`config.mk`:
```
export PLATFORM = sky130hd
export DESIGN_NAME = lcm_gcd_bezout_multiple
export DESIGN_NICKNAME = d
export VERILOG_FILES = /design/src/rtl/lgbm_pkg.sv /design/src/rtl/lcm_gcd_bezout_multiple.sv /design/src/rtl/lgbm_datapath.sv /design/src/rtl/lgbm_ctrl.sv
export VERILOG_INCLUDE_DIRS = /design/src /design/src/rtl
export SDC_FILE = /design/constraint.sdc
export NUM_CORES = 2
export LEC_CHECK = 0
export ABC_CLOCK_PERIOD_IN_PS = 13800
export BUFFER_PORTS_ARGS = -buffer_cell sky130_fd_sc_hd__buf_2
export CELL_PAD_IN_SITES_DETAIL_PLACEMENT = 0
export CELL_PAD_IN_SITES_GLOBAL_PLACEMENT = 2
export CORE_ASPECT_RATIO = 0.75
export CORE_UTILIZATION = 39
export DETAILED_ROUTE_END_ITERATION = 7
export PLACE_DENSITY_LB_ADDON = 0.1
export SETUP_SLACK_MARGIN = 0.1
export SLEW_MARGIN = 15
export SYNTH_ARGS = -nofsm -noshare
export SYNTH_HDL_FRONTEND = slang
export SYNTH_SLANG_ARGS = --single-unit
export TNS_END_PERCENT = 30
```
`constraint.sdc`:
```
create_clock -name clk_i -period 13.8 [get_ports clk_i]
set_clock_uncertainty 0.1 [all_clocks]
set_input_delay 2.76 -clock clk_i [delete_from_list [all_inputs] [get_ports clk_i]]
set_output_delay 2.76 -clock clk_i [all_outputs]
set_load 0.02 [all_outputs]
```
`src/rtl/assert_macros.svh`:
```
// Assertion helpers shared by the RTL files.
`ifndef ASSERT_MACROS_SVH
`define ASSERT_MACROS_SVH

// Concurrent check, disabled during reset.
`define ASSERT_RST(lbl, clk, rst_n, prop, msg) \
  lbl: assert property (@(posedge clk) disable iff (!rst_n) prop) else $error(msg);

// Concurrent check, always active.
`define ASSERT_ALW(lbl, clk, prop, msg) \
  lbl: assert property (@(posedge clk) prop) else $error(msg);

`endif

```
`src/rtl/lgbm_pkg.sv`:
```
`default_nettype none
package lgbm_pkg;
  localparam int unsigned DefaultWidth = 64;

  typedef enum logic [2:0] {
    ST_IDLE,
    ST_DIV,
    ST_MUL,
    ST_CHECK,
    ST_DONE
  } state_e;

  typedef struct packed {
    logic load;       // capture operands
    logic div_start;  // begin a division of the current dividend/divisor
    logic mul_start;  // begin quotient * multiple accumulate
    logic step;       // commit remainder and accumulated multiple, swap phase
    logic finish;     // latch results into output register
  } cmd_t;

  typedef struct packed {
    logic div_busy;
    logic mul_busy;
    logic bad;        // c is zero (c is loaded from the first value)
    logic rem_zero;   // last remainder was zero
  } sts_t;
endpackage
`default_nettype wire

```
`src/rtl/lcm_gcd_bezout_multiple.sv`:
```
// Channel | Handshake              | Word
// --------+------------------------+---------------------------------------------
// in      | in_valid_i/in_ready_o  | first_value_i, second_value_i
// out     | out_valid_o/out_ready_i| least_multiple_o, greatest_divisor_o,
//         |                        | multiple_of_first_o, bad_input_o
// One word at a time. Each Euclid half-step is a restoring divide followed by a
// shift-add multiply that adds quotient times multiple onto the other multiple.
// rst_ni clears the controller and output valid. A stalled output word holds
// until taken; a new input word is taken once the previous result is latched.
`default_nettype none
module lcm_gcd_bezout_multiple #(
  parameter int unsigned Width = lgbm_pkg::DefaultWidth
) (
  input  wire logic        clk_i,
  input  wire logic        rst_ni,
  input  wire logic        in_valid_i,
  output logic             in_ready_o,
  input  wire logic [63:0] first_value_i,
  input  wire logic [63:0] second_value_i,
  output logic             out_valid_o,
  input  wire logic        out_ready_i,
  output logic [63:0]      least_multiple_o,
  output logic [63:0]      greatest_divisor_o,
  output logic [63:0]      multiple_of_first_o,
  output logic             bad_input_o
);
  lgbm_pkg::cmd_t   cmd;
  lgbm_pkg::sts_t   sts;
  logic [Width-1:0] lcm, gcd, mul;

  lgbm_ctrl u_ctrl (
    .clk_i, .rst_ni, .in_valid_i, .in_ready_o, .out_valid_o, .out_ready_i,
    .sts_i(sts), .cmd_o(cmd), .bad_o(bad_input_o)
  );

  lgbm_datapath #(.Width(Width)) u_dp (
    .clk_i, .rst_ni, .cmd_i(cmd), .sts_o(sts),
    .first_value_i, .second_value_i,
    .lcm_o(lcm), .gcd_o(gcd), .mul_o(mul)
  );

  // zero-extend to the fixed 64-bit ports
  assign least_multiple_o    = 64'(lcm);
  assign greatest_divisor_o  = 64'(gcd);
  assign multiple_of_first_o = 64'(mul);
endmodule
`default_nettype wire

```
`src/rtl/lgbm_datapath.sv`:
```
`default_nettype none
module lgbm_datapath #(
  parameter int unsigned Width = lgbm_pkg::DefaultWidth
) (
  input  wire logic              clk_i,
  input  wire logic              rst_ni,
  input  wire lgbm_pkg::cmd_t    cmd_i,
  output lgbm_pkg::sts_t         sts_o,
  input  wire logic [63:0]       first_value_i,
  input  wire logic [63:0]       second_value_i,
  output logic [Width-1:0]       lcm_o,
  output logic [Width-1:0]       gcd_o,
  output logic [Width-1:0]       mul_o
);
  localparam int unsigned CntW = $clog2(Width + 1);

  // phase_q = 0: d := d mod c, md += (d/c)*mc ; phase_q = 1: roles swapped
  logic [Width-1:0] c_q, d_q, mc_q, md_q;
  logic             phase_q;
  logic [Width-1:0] rem_q, quo_q, dvs_q;
  logic [CntW-1:0]  dcnt_q;
  logic             div_busy_q;
  logic [Width-1:0] acc_q, mcand_q, mplier_q;
  logic [CntW-1:0]  mcnt_q;
  logic             mul_busy_q;
  logic             rz_q;

  logic [Width-1:0] dividend, divisor, mult;
  logic [Width:0]   trial;
  logic [Width-1:0] rem_sh;

  assign dividend = phase_q ? c_q : d_q;
  assign divisor  = phase_q ? d_q : c_q;
  assign mult     = phase_q ? md_q : mc_q;

  // restoring divider, one quotient bit per cycle
  assign rem_sh = {rem_q[Width-2:0], quo_q[Width-1]};
  assign trial  = {rem_q, quo_q[Width-1]} - {1'b0, dvs_q};

  always_ff @(posedge clk_i or negedge rst_ni) begin
    if (!rst_ni) begin
      div_busy_q <= 1'b0;
      dcnt_q     <= '0;
    end else if (cmd_i.div_start) begin
      div_busy_q <= 1'b1;
      dcnt_q     <= CntW'(Width);
    end else if (div_busy_q) begin
      dcnt_q <= dcnt_q - CntW'(1);
      if (dcnt_q == CntW'(1)) div_busy_q <= 1'b0;
    end
  end

  always_ff @(posedge clk_i) begin
    if (cmd_i.div_start) begin
      rem_q <= '0;
      quo_q <= dividend;
      dvs_q <= divisor;
    end else if (div_busy_q) begin
      if (!trial[Width]) begin
        rem_q <= trial[Width-1:0];
        quo_q <= {quo_q[Width-2:0], 1'b1};
      end else begin
        rem_q <= rem_sh;
        quo_q <= {quo_q[Width-2:0], 1'b0};
      end
    end
  end

  // shift-add multiplier, one bit per cycle, accumulates onto target multiple
  always_ff @(posedge clk_i or negedge rst_ni) begin
    if (!rst_ni) begin
      mul_busy_q <= 1'b0;
      mcnt_q     <= '0;
    end else if (cmd_i.mul_start) begin
      mul_busy_q <= 1'b1;
      mcnt_q     <= CntW'(Width);
    end else if (mul_busy_q) begin
      mcnt_q <= mcnt_q - CntW'(1);
      if (mcnt_q == CntW'(1)) mul_busy_q <= 1'b0;
    end
  end

  always_ff @(posedge clk_i) begin
    if (cmd_i.mul_start) begin
      acc_q    <= phase_q ? mc_q : md_q;
      mcand_q  <= mult;
      mplier_q <= quo_q;
    end else if (mul_busy_q) begin
      if (mplier_q[0]) acc_q <= acc_q + mcand_q;
      mcand_q  <= {mcand_q[Width-2:0], 1'b0};
      mplier_q <= {1'b0, mplier_q[Width-1:1]};
    end
  end

  always_ff @(posedge clk_i or negedge rst_ni) begin
    if (!rst_ni) begin
      phase_q <= 1'b0;
      rz_q    <= 1'b0;
    end else if (cmd_i.load) begin
      phase_q <= 1'b0;
      rz_q    <= 1'b0;
    end else if (cmd_i.step) begin
      rz_q    <= (rem_q == '0);
      phase_q <= ~phase_q;
    end
  end

  always_ff @(posedge clk_i) begin
    if (cmd_i.load) begin
      c_q  <= first_value_i[Width-1:0];
      d_q  <= second_value_i[Width-1:0];
      mc_q <= first_value_i[Width-1:0];
      md_q <= '0;
    end else if (cmd_i.step) begin
      if (phase_q) begin
        c_q  <= rem_q;
        mc_q <= acc_q;
      end else begin
        d_q  <= rem_q;
        md_q <= acc_q;
      end
    end
  end

  // after a step phase_q has toggled: phase 1 means d just hit zero
  always_ff @(posedge clk_i) begin
    if (cmd_i.finish) begin
      if (c_q == '0 && !rz_q) begin
        lcm_o <= '0; gcd_o <= '0; mul_o <= '0;
      end else if (phase_q) begin
        lcm_o <= md_q; gcd_o <= c_q; mul_o <= mc_q;
      end else begin
        lcm_o <= mc_q; gcd_o <= d_q;
        mul_o <= (md_q == '0) ? '0 : mc_q - md_q;
      end
    end
  end

  assign sts_o.div_busy = div_busy_q;
  assign sts_o.mul_busy = mul_busy_q;
  assign sts_o.bad      = (c_q == '0);
  assign sts_o.rem_zero = rz_q;

  `include "assert_macros.svh"
  `ASSERT_RST(a_not_both, clk_i, rst_ni, !(div_busy_q && mul_busy_q), "div and mul overlap")
  `ASSERT_RST(a_mul_after_div, clk_i, rst_ni, cmd_i.mul_start |-> !div_busy_q, "mul early")
  `ASSERT_RST(a_dcnt, clk_i, rst_ni, div_busy_q |-> dcnt_q != '0, "div count")
endmodule
`default_nettype wire

```
`src/rtl/lgbm_ctrl.sv`:
```
`default_nettype none
module lgbm_ctrl (
  input  wire logic           clk_i,
  input  wire logic           rst_ni,
  input  wire logic           in_valid_i,
  output logic                in_ready_o,
  output logic                out_valid_o,
  input  wire logic           out_ready_i,
  input  wire lgbm_pkg::sts_t sts_i,
  output lgbm_pkg::cmd_t      cmd_o,
  output logic                bad_o
);
  lgbm_pkg::state_e state_q, state_d;
  logic ov_q, bad_q;
  logic accept;

  // output register frees when taken, can refill as the result is taken
  assign accept     = in_valid_i && in_ready_o;
  assign in_ready_o = (state_q == lgbm_pkg::ST_IDLE);

  always_comb begin
    state_d = state_q;
    unique case (state_q)
      lgbm_pkg::ST_IDLE:  if (accept) state_d = lgbm_pkg::ST_CHECK;
      lgbm_pkg::ST_CHECK: begin
        if (sts_i.bad || sts_i.rem_zero) state_d = lgbm_pkg::ST_DONE;
        else state_d = lgbm_pkg::ST_DIV;
      end
      lgbm_pkg::ST_DIV:   if (!sts_i.div_busy) state_d = lgbm_pkg::ST_MUL;
      lgbm_pkg::ST_MUL:   if (!sts_i.mul_busy) state_d = lgbm_pkg::ST_CHECK;
      lgbm_pkg::ST_DONE:  if (!ov_q || out_ready_i) state_d = lgbm_pkg::ST_IDLE;
      default:            state_d = lgbm_pkg::ST_IDLE;
    endcase
  end

  // accepting loads; entering DIV/MUL issue start; leaving MUL commits; DONE latches results
  always_comb begin
    cmd_o = '0;
    cmd_o.load = accept;
    unique case (state_q)
      lgbm_pkg::ST_CHECK: cmd_o.div_start = !(sts_i.bad || sts_i.rem_zero);
      lgbm_pkg::ST_DIV:   cmd_o.mul_start = !sts_i.div_busy;
      lgbm_pkg::ST_MUL:   cmd_o.step = !sts_i.mul_busy;
      lgbm_pkg::ST_DONE:  cmd_o.finish = !ov_q || out_ready_i;
      default:            ;
    endcase
  end

  always_ff @(posedge clk_i or negedge rst_ni) begin
    if (!rst_ni) begin
      state_q <= lgbm_pkg::ST_IDLE;
      ov_q    <= 1'b0;
      bad_q   <= 1'b0;
    end else begin
      state_q <= state_d;
      if (cmd_o.finish) begin
        ov_q  <= 1'b1;
        bad_q <= sts_i.bad && !sts_i.rem_zero;
      end else if (out_ready_i) begin
        ov_q <= 1'b0;
      end
    end
  end

  assign out_valid_o = ov_q;
  assign bad_o       = bad_q;

  `include "assert_macros.svh"
  `ASSERT_RST(a_load_idle, clk_i, rst_ni, cmd_o.load |-> state_q == lgbm_pkg::ST_IDLE, "load")
  `ASSERT_RST(a_fin_room, clk_i, rst_ni, cmd_o.finish |-> (!ov_q || out_ready_i), "overrun")
  `ASSERT_RST(a_step_idle, clk_i, rst_ni, cmd_o.step |=> !sts_i.mul_busy, "step")
endmodule
`default_nettype wire
```
# Yosys cells after proc, flatten, opt, wreduce, memory -nomap -nowiden

Cells that the tools add are included.

Output and inout bits: 195
Register bits: 855
Input bits: 132
Word-level logic and storage cells: 115

Multiplexer cells: 52
Equal/unequal tests: 11
Reduce and logical (&&, ||, !) cells: 24
Bitwise gates (word level): 1
Add/sub/neg operators: 5

Operators with widths:

| kind                                              | count |
|---|---|
| two-way mux 64 bit                                | 25 |
| logical NOT 64 bit                                | 3 |
| subtractor 65 x 64 -> 65 bit                      | 1 |
| adder 64 bit                                      | 1 |
| subtractor 64 bit                                 | 1 |
| two-way mux 7 bit                                 | 4 |
| two-way mux 1 bit                                 | 17 |
| two-way mux 3 bit                                 | 5 |
| one-hot mux 3 bit (5 select lines)                | 1 |
| == test 7 x 1 -> 1 bit (second input constant)    | 2 |
| subtractor 7 x 1 -> 7 bit (second input constant) | 2 |
| nonzero test 2 bit                                | 6 |
| != test 2 bit (second input constant)             | 4 |
| AND reduction 2 bit                               | 4 |
| == test 3 x 2 -> 1 bit (second input constant)    | 2 |
| logical NOT 1 bit                                 | 5 |
| AND reduction 4 bit                               | 1 |
| == test 3 x 1 -> 1 bit (second input constant)    | 1 |
| == test 3 bit (second input constant)             | 1 |
| logical NOT 3 bit                                 | 1 |
| logical AND 1 bit                                 | 2 |
| logical OR 1 bit                                  | 2 |
| != test 2 x 1 -> 1 bit (second input constant)    | 1 |
| NOT 1 bit                                         | 1 |

# Depth between registers and ports, before layout

Depth after elaboration: 5
Mapped depth: 16
Mapped depth without buffers: 14

# Cells and area by module

A second synthesis with hierarchy kept.

Cells, all modules: 4831
Area, all modules: 47763.3 µm²

Modules (own cells, without submodules):

| module        | area an instance (µm²) | times used | sequential area each (µm²) | cells each |
|---|---|---|---|---|
| lgbm_datapath | 47465.5                | 1          | 24153.2                    | 4800 |
| lgbm_ctrl     | 297.8                  | 1          | 125.1                      | 31 |

# Worst setup path before layout

No wires, ideal clock.

Path kind: input -> register
Start: input out_ready_i
End: register u_ctrl.bad_q, in the netlist u_ctrl.bad_o
Stages: 3
Path slack: 1665 ps
Arrival: 11928 ps
Library setup time: 107 ps
Path buffers: 0
Data required time: 13593 ps
Path through: nor2b_1 -> nor2_1 -> mux2_2

RTL lines:

| what                   | line                          | text |
|---|---|---|
| start: declaration     | lcm_gcd_bezout_multiple.sv:21 | `input wire logic out_ready_i,` |
| end signal: assignment | lgbm_ctrl.sv:58               | `bad_q <= sts_i.bad && !sts_i.rem_zero;` |
| end: declaration       | lgbm_ctrl.sv:14               | `logic ov_q, bad_q;` |

# Worst setup path in the final report

Start: register u_dp.c_q[28]
End: register u_dp.mul_o[60] (data pin)

Cells in the longest elaborated chain, start to end: 2

Ends and longest elaborated chain:

| what                     | line                 | text |
|---|---|---|
| start: declaration       | lgbm_datapath.sv:18  | `logic [Width-1:0] c_q, d_q, mc_q, md_q;` |
| start signal: assignment | lgbm_datapath.sv:110 | `c_q <= first_value_i[Width-1:0];` |
| start signal: assignment | lgbm_datapath.sv:116 | `c_q <= rem_q;` |
| logical NOT 64 bit       | lgbm_datapath.sv:128 | `if (c_q == '0 && !rz_q) begin` |
| logical AND 1 bit        | lgbm_datapath.sv:128 |  |
| end signal: assignment   | lgbm_datapath.sv:131 | `lcm_o <= md_q; gcd_o <= c_q; mul_o <= mc_q;` |
| end signal: assignment   | lgbm_datapath.sv:134 | `mul_o <= (md_q == '0) ? '0 : mc_q - md_q;` |
| end: declaration         | lgbm_datapath.sv:13  | `output logic [Width-1:0] mul_o` |

Every way passes these cells.
A chain may end at the register's enable or synchronous reset.

==> impl_metrics.env <==
export IMPL_rsz_0062_raised_after_global_routing="no"
export IMPL_drt_pre_antenna_iters=6
export IMPL_synth_cell_area_um2=47800
export IMPL_cts_root_buffer="sky130_fd_sc_hd__clkbuf_16"
export IMPL_drv_cap=0
export IMPL_cts_tree="built"
export IMPL_final_period_utilization_pct=36.4
export IMPL_power_mw=15.3
export IMPL_cts_repair_resized=0
export IMPL_syn_nets=5329
export IMPL_edff_count_synth=704
export IMPL_number_of_library_cell_types_mapped_by_synthesis=102
export IMPL_post_route_min_period_ns=5.03
export IMPL_drt_wirelength_per_cell_um=24.9
export IMPL_run_status="finished, final reports clean"
export IMPL_ys_flop_type="sky130_fd_sc_hd__edfxtp_1"
export IMPL_tightestPinTransition_ns=1.19
export IMPL_nets=5512
export IMPL_drcViolationCount=0
export IMPL_critPathLaunch="u_dp.c_q[28]$_DFFE_PP_"
export IMPL_cp_data_required_time_ns=14.17
export IMPL_synth_seq_area_share_pct=50.8
export IMPL_clk_insertion_delay_late_ns=0.74
export IMPL_worst_setup_path_type="reg2reg"
export IMPL_die_area_um2=124000
export IMPL_min_path_type="reg2reg"
export IMPL_final_hold_worst_slack_ns=0.397
export IMPL_p_leak_nw=21.2
export IMPL_drt_iter0_drc=3456
export IMPL_antenna_found_initial=5
export IMPL_yosys_warnings=0
export IMPL_die_width_um=406
export IMPL_worst_slew_margin_rel_pct=20.4
export IMPL_global_route_overflow_total=0
export IMPL_finalNonFillerCells=6887
export IMPL_worst_r2r_path_depth=11
export IMPL_floorplan_initialDensity_pct=39.6
export IMPL_clkSlewWorstSetupHoldPaths_ns=0.06
export IMPL_netlist_instances=4999
export IMPL_wire_length_reported_by_the_detailed_router_um=172000
export IMPL_worst_r2r_startpoint="u_dp.c_q[28]$_DFFE_PP_"
export IMPL_cp_arrival_ns=5.39
export IMPL_timing_hold_worst_path_depth=2
export IMPL_io_pins=327
export IMPL_postSynthAreaPerCell_um2=9.57
export IMPL_floorplan_core_area_um2=121000
export IMPL_achievable_frequency_ghz=0.199
export IMPL_cts_sink_count=855
export IMPL_holdCritStartpoint="u_dp.md_q[35]$_SDFFE_PP0P_"
export IMPL_n_antenna_cell=0
export IMPL_postSynthRegisterBits=855
export IMPL_die_height_um=305
export IMPL_power_ir_vdd_worst_v=0.000178
export IMPL_post_cts_setup_buffer_count=0
export IMPL_global_route_wire_length_before_repair_um=249000
export IMPL_final_core_utilization_pct=44.7
export IMPL_critPathCaptureType="register"
export IMPL_cts_hold_buf=0
export IMPL_number_of_vias_per_cell_after_detailed_routing=5.59
export IMPL_area_of_the_multi_input_gates_um2=21800
export IMPL_timing_setup_tns_ns=0
export IMPL_gp_routability_congestion=0.923
export IMPL_grt_usage_pct=27.1
export IMPL_vias=38500
export IMPL_async_reset_ff_share_pct=2.69
export IMPL_ctsHtreeMaxLevel=3
export IMPL_postRouteAntennaNets=0
export IMPL_register_area_um2=24300
export IMPL_place_detailed_instances=6709
export IMPL_finalHoldViolCount=0
export IMPL_timing_max_transition_violations_final=0
export IMPL_cts_root_to_sink_buffers=3
export IMPL_buffer_ports_inserted=326
export IMPL_tritoncts_num_buffers=94
export IMPL_worstSetupStartpointType="register"
export IMPL_area_growth_syn_to_layout_pct=12.9
export IMPL_total_setup_violations_reported_at_the_end_of_the_flow=0
export IMPL_power_density_cell_area_nw_per_um2=284
export IMPL_place_hpwl_um=127000
export IMPL_nFillCells=12000
export IMPL_drive_above_1_share_pct=12.2
export IMPL_crit_path_max_fanout=59
export IMPL_num_rows=110
export IMPL_first_global_vias=36400
export IMPL_grt_max_degree=135
## worst paths after layout
path,to,slack (ns)
worst max-delay path,u_dp.mul_o[60]$_SDFFCE_PP0P_,8.77
worst min-delay path,u_dp.md_q[35]$_SDFFE_PP0P_,0.40
worst max register to register,u_dp.mul_o[60]$_SDFFCE_PP0P_,8.77
worst min register to register,u_dp.md_q[35]$_SDFFE_PP0P_,0.40
max in group asynchronous,u_dp.phase_q$_DFFE_PN0P_,11.11
min in group asynchronous,u_ctrl.out_valid_o$_DFFE_PN0P_,1.95
## placed cells by master, fill, tap and decap left out, drive strengths merged, types with 128 or more instances in the layout
cell    netlist  routed
a21oi       405     405
edfxtp      704     704
nor2        411     411
nand2      1163    1163
ha          195     195
dfxtp       128     128
buf          52     366
inv         187     194
mux2i       185     185
clkbuf      227     132
o21ai       278     278
## worst max-delay path, cell delays in order (launching register included)
cell and delay [ns]:
sky130_fd_sc_hd__edfxtp_1 0.47, sky130_fd_sc_hd__nor4_2 0.89, sky130_fd_sc_hd__nand4_1 0.57, sky130_fd_sc_hd__nor4_1 0.51, sky130_fd_sc_hd__nor2b_4 0.22, sky130_fd_sc_hd__buf_4 0.60, sky130_fd_sc_hd__buf_4 0.61, sky130_fd_sc_hd__nor3_1 0.10
sky130_fd_sc_hd__buf_4 0.25, sky130_fd_sc_hd__and3_1 0.19, sky130_fd_sc_hd__mux2i_1 0.12, sky130_fd_sc_hd__nand3_1 0.08
## power breakdown
group | total (mW) | internal, mW | switching [mW]
clock network | 2.64 | 1.48 | 1.16
registers | 4.95 | 4.18 | 0.774
logic | 7.74 | 2.80 | 4.94
total | 15.3 | 8.46 | 6.88
## metal layers
layer | routed length (µm) | vias to the layer above | track usage [%]
met1 | 83700 | 18800 | 41.4
met3 | 11300 | 186 | 4.76
li1 | - | 18300 | -
met4 | 3850 | 0 | 5.98
met5 | 0 | - | 0
met2 | 72800 | 1228 | 39.5
## synth_stat cells, types with 40 or more instances
cell type | n | share of area [%]
sky130_fd_sc_hd__nor3_1 | 47 | 0.49
sky130_fd_sc_hd__a31oi_1 | 46 | 0.60
sky130_fd_sc_hd__edfxtp_1 | 704 | 44
sky130_fd_sc_hd__o21ai_0 | 264 | 2.8
sky130_fd_sc_hd__inv_1 | 187 | 1.5
sky130_fd_sc_hd__xnor2_1 | 104 | 1.9
sky130_fd_sc_hd__nand4_1 | 80 | 1.0
sky130_fd_sc_hd__nand2_1 | 1163 | 9.1
sky130_fd_sc_hd__ha_1 | 195 | 5.1
sky130_fd_sc_hd__nor4_1 | 58 | 0.76
sky130_fd_sc_hd__dfxtp_1 | 128 | 5.4
sky130_fd_sc_hd__mux2_2 | 69 | 1.6
sky130_fd_sc_hd__nor2_1 | 411 | 3.2
sky130_fd_sc_hd__a21o_1 | 92 | 1.4
sky130_fd_sc_hd__xor2_1 | 73 | 1.3
sky130_fd_sc_hd__nand3_1 | 40 | 0.42
sky130_fd_sc_hd__a21oi_1 | 402 | 4.2
sky130_fd_sc_hd__mux2i_1 | 185 | 3.9
sky130_fd_sc_hd__clkbuf_1 | 226 | 1.8
## sequential cells by signal, summed over array words and instances (netlist names), 3 cells and up
name,count
u_ctrl.state_q,3
u_dp.acc_q,64
u_dp.c_q,64
u_dp.d_q,64
u_dp.dcnt_q,7
u_dp.dvs_q,64
u_dp.gcd_o,64
u_dp.lcm_o,64
u_dp.mc_q,64
u_dp.mcand_q,64
u_dp.mcnt_q,7
u_dp.md_q,64
u_dp.mplier_q,64
u_dp.mul_o,64
u_dp.quo_q,64
u_dp.rem_q,64
## through the flow
stage,cell area [µm²],setup slack (ns)
3_5_place_dp,50800,8.64
6_report,54000,8.77
4_1_cts,54000,8.84
2_1_floorplan,47800,1.66
5_1_grt,54000,8.57
3_3_place_gp,50800,8.61
## logic make-up after synthesis
kind of cell    after synthesis  synth area share [%]
mux                         254                  5.50
xor+xnor                    177                  3.24
buf+inv                     468                  3.81
fa+ha+maj                   198                  5.23
simple gates               1942                  17.1
compound gates             1105                  14.3
flops                       855                  50.8
## layout make-up
cell class / count / area share, %
multi-input cells: 3676 / 40.4
flip-flops and latches: 855 / 45.0
clock inverters: 45 / 0.908
inverters: 189 / 1.33
repair buffers: 366 / 3.65
well taps: 1624 / 3.76
clock buffers: 132 / 4.94
Note: power is estimated with default switching activity, not from simulation.
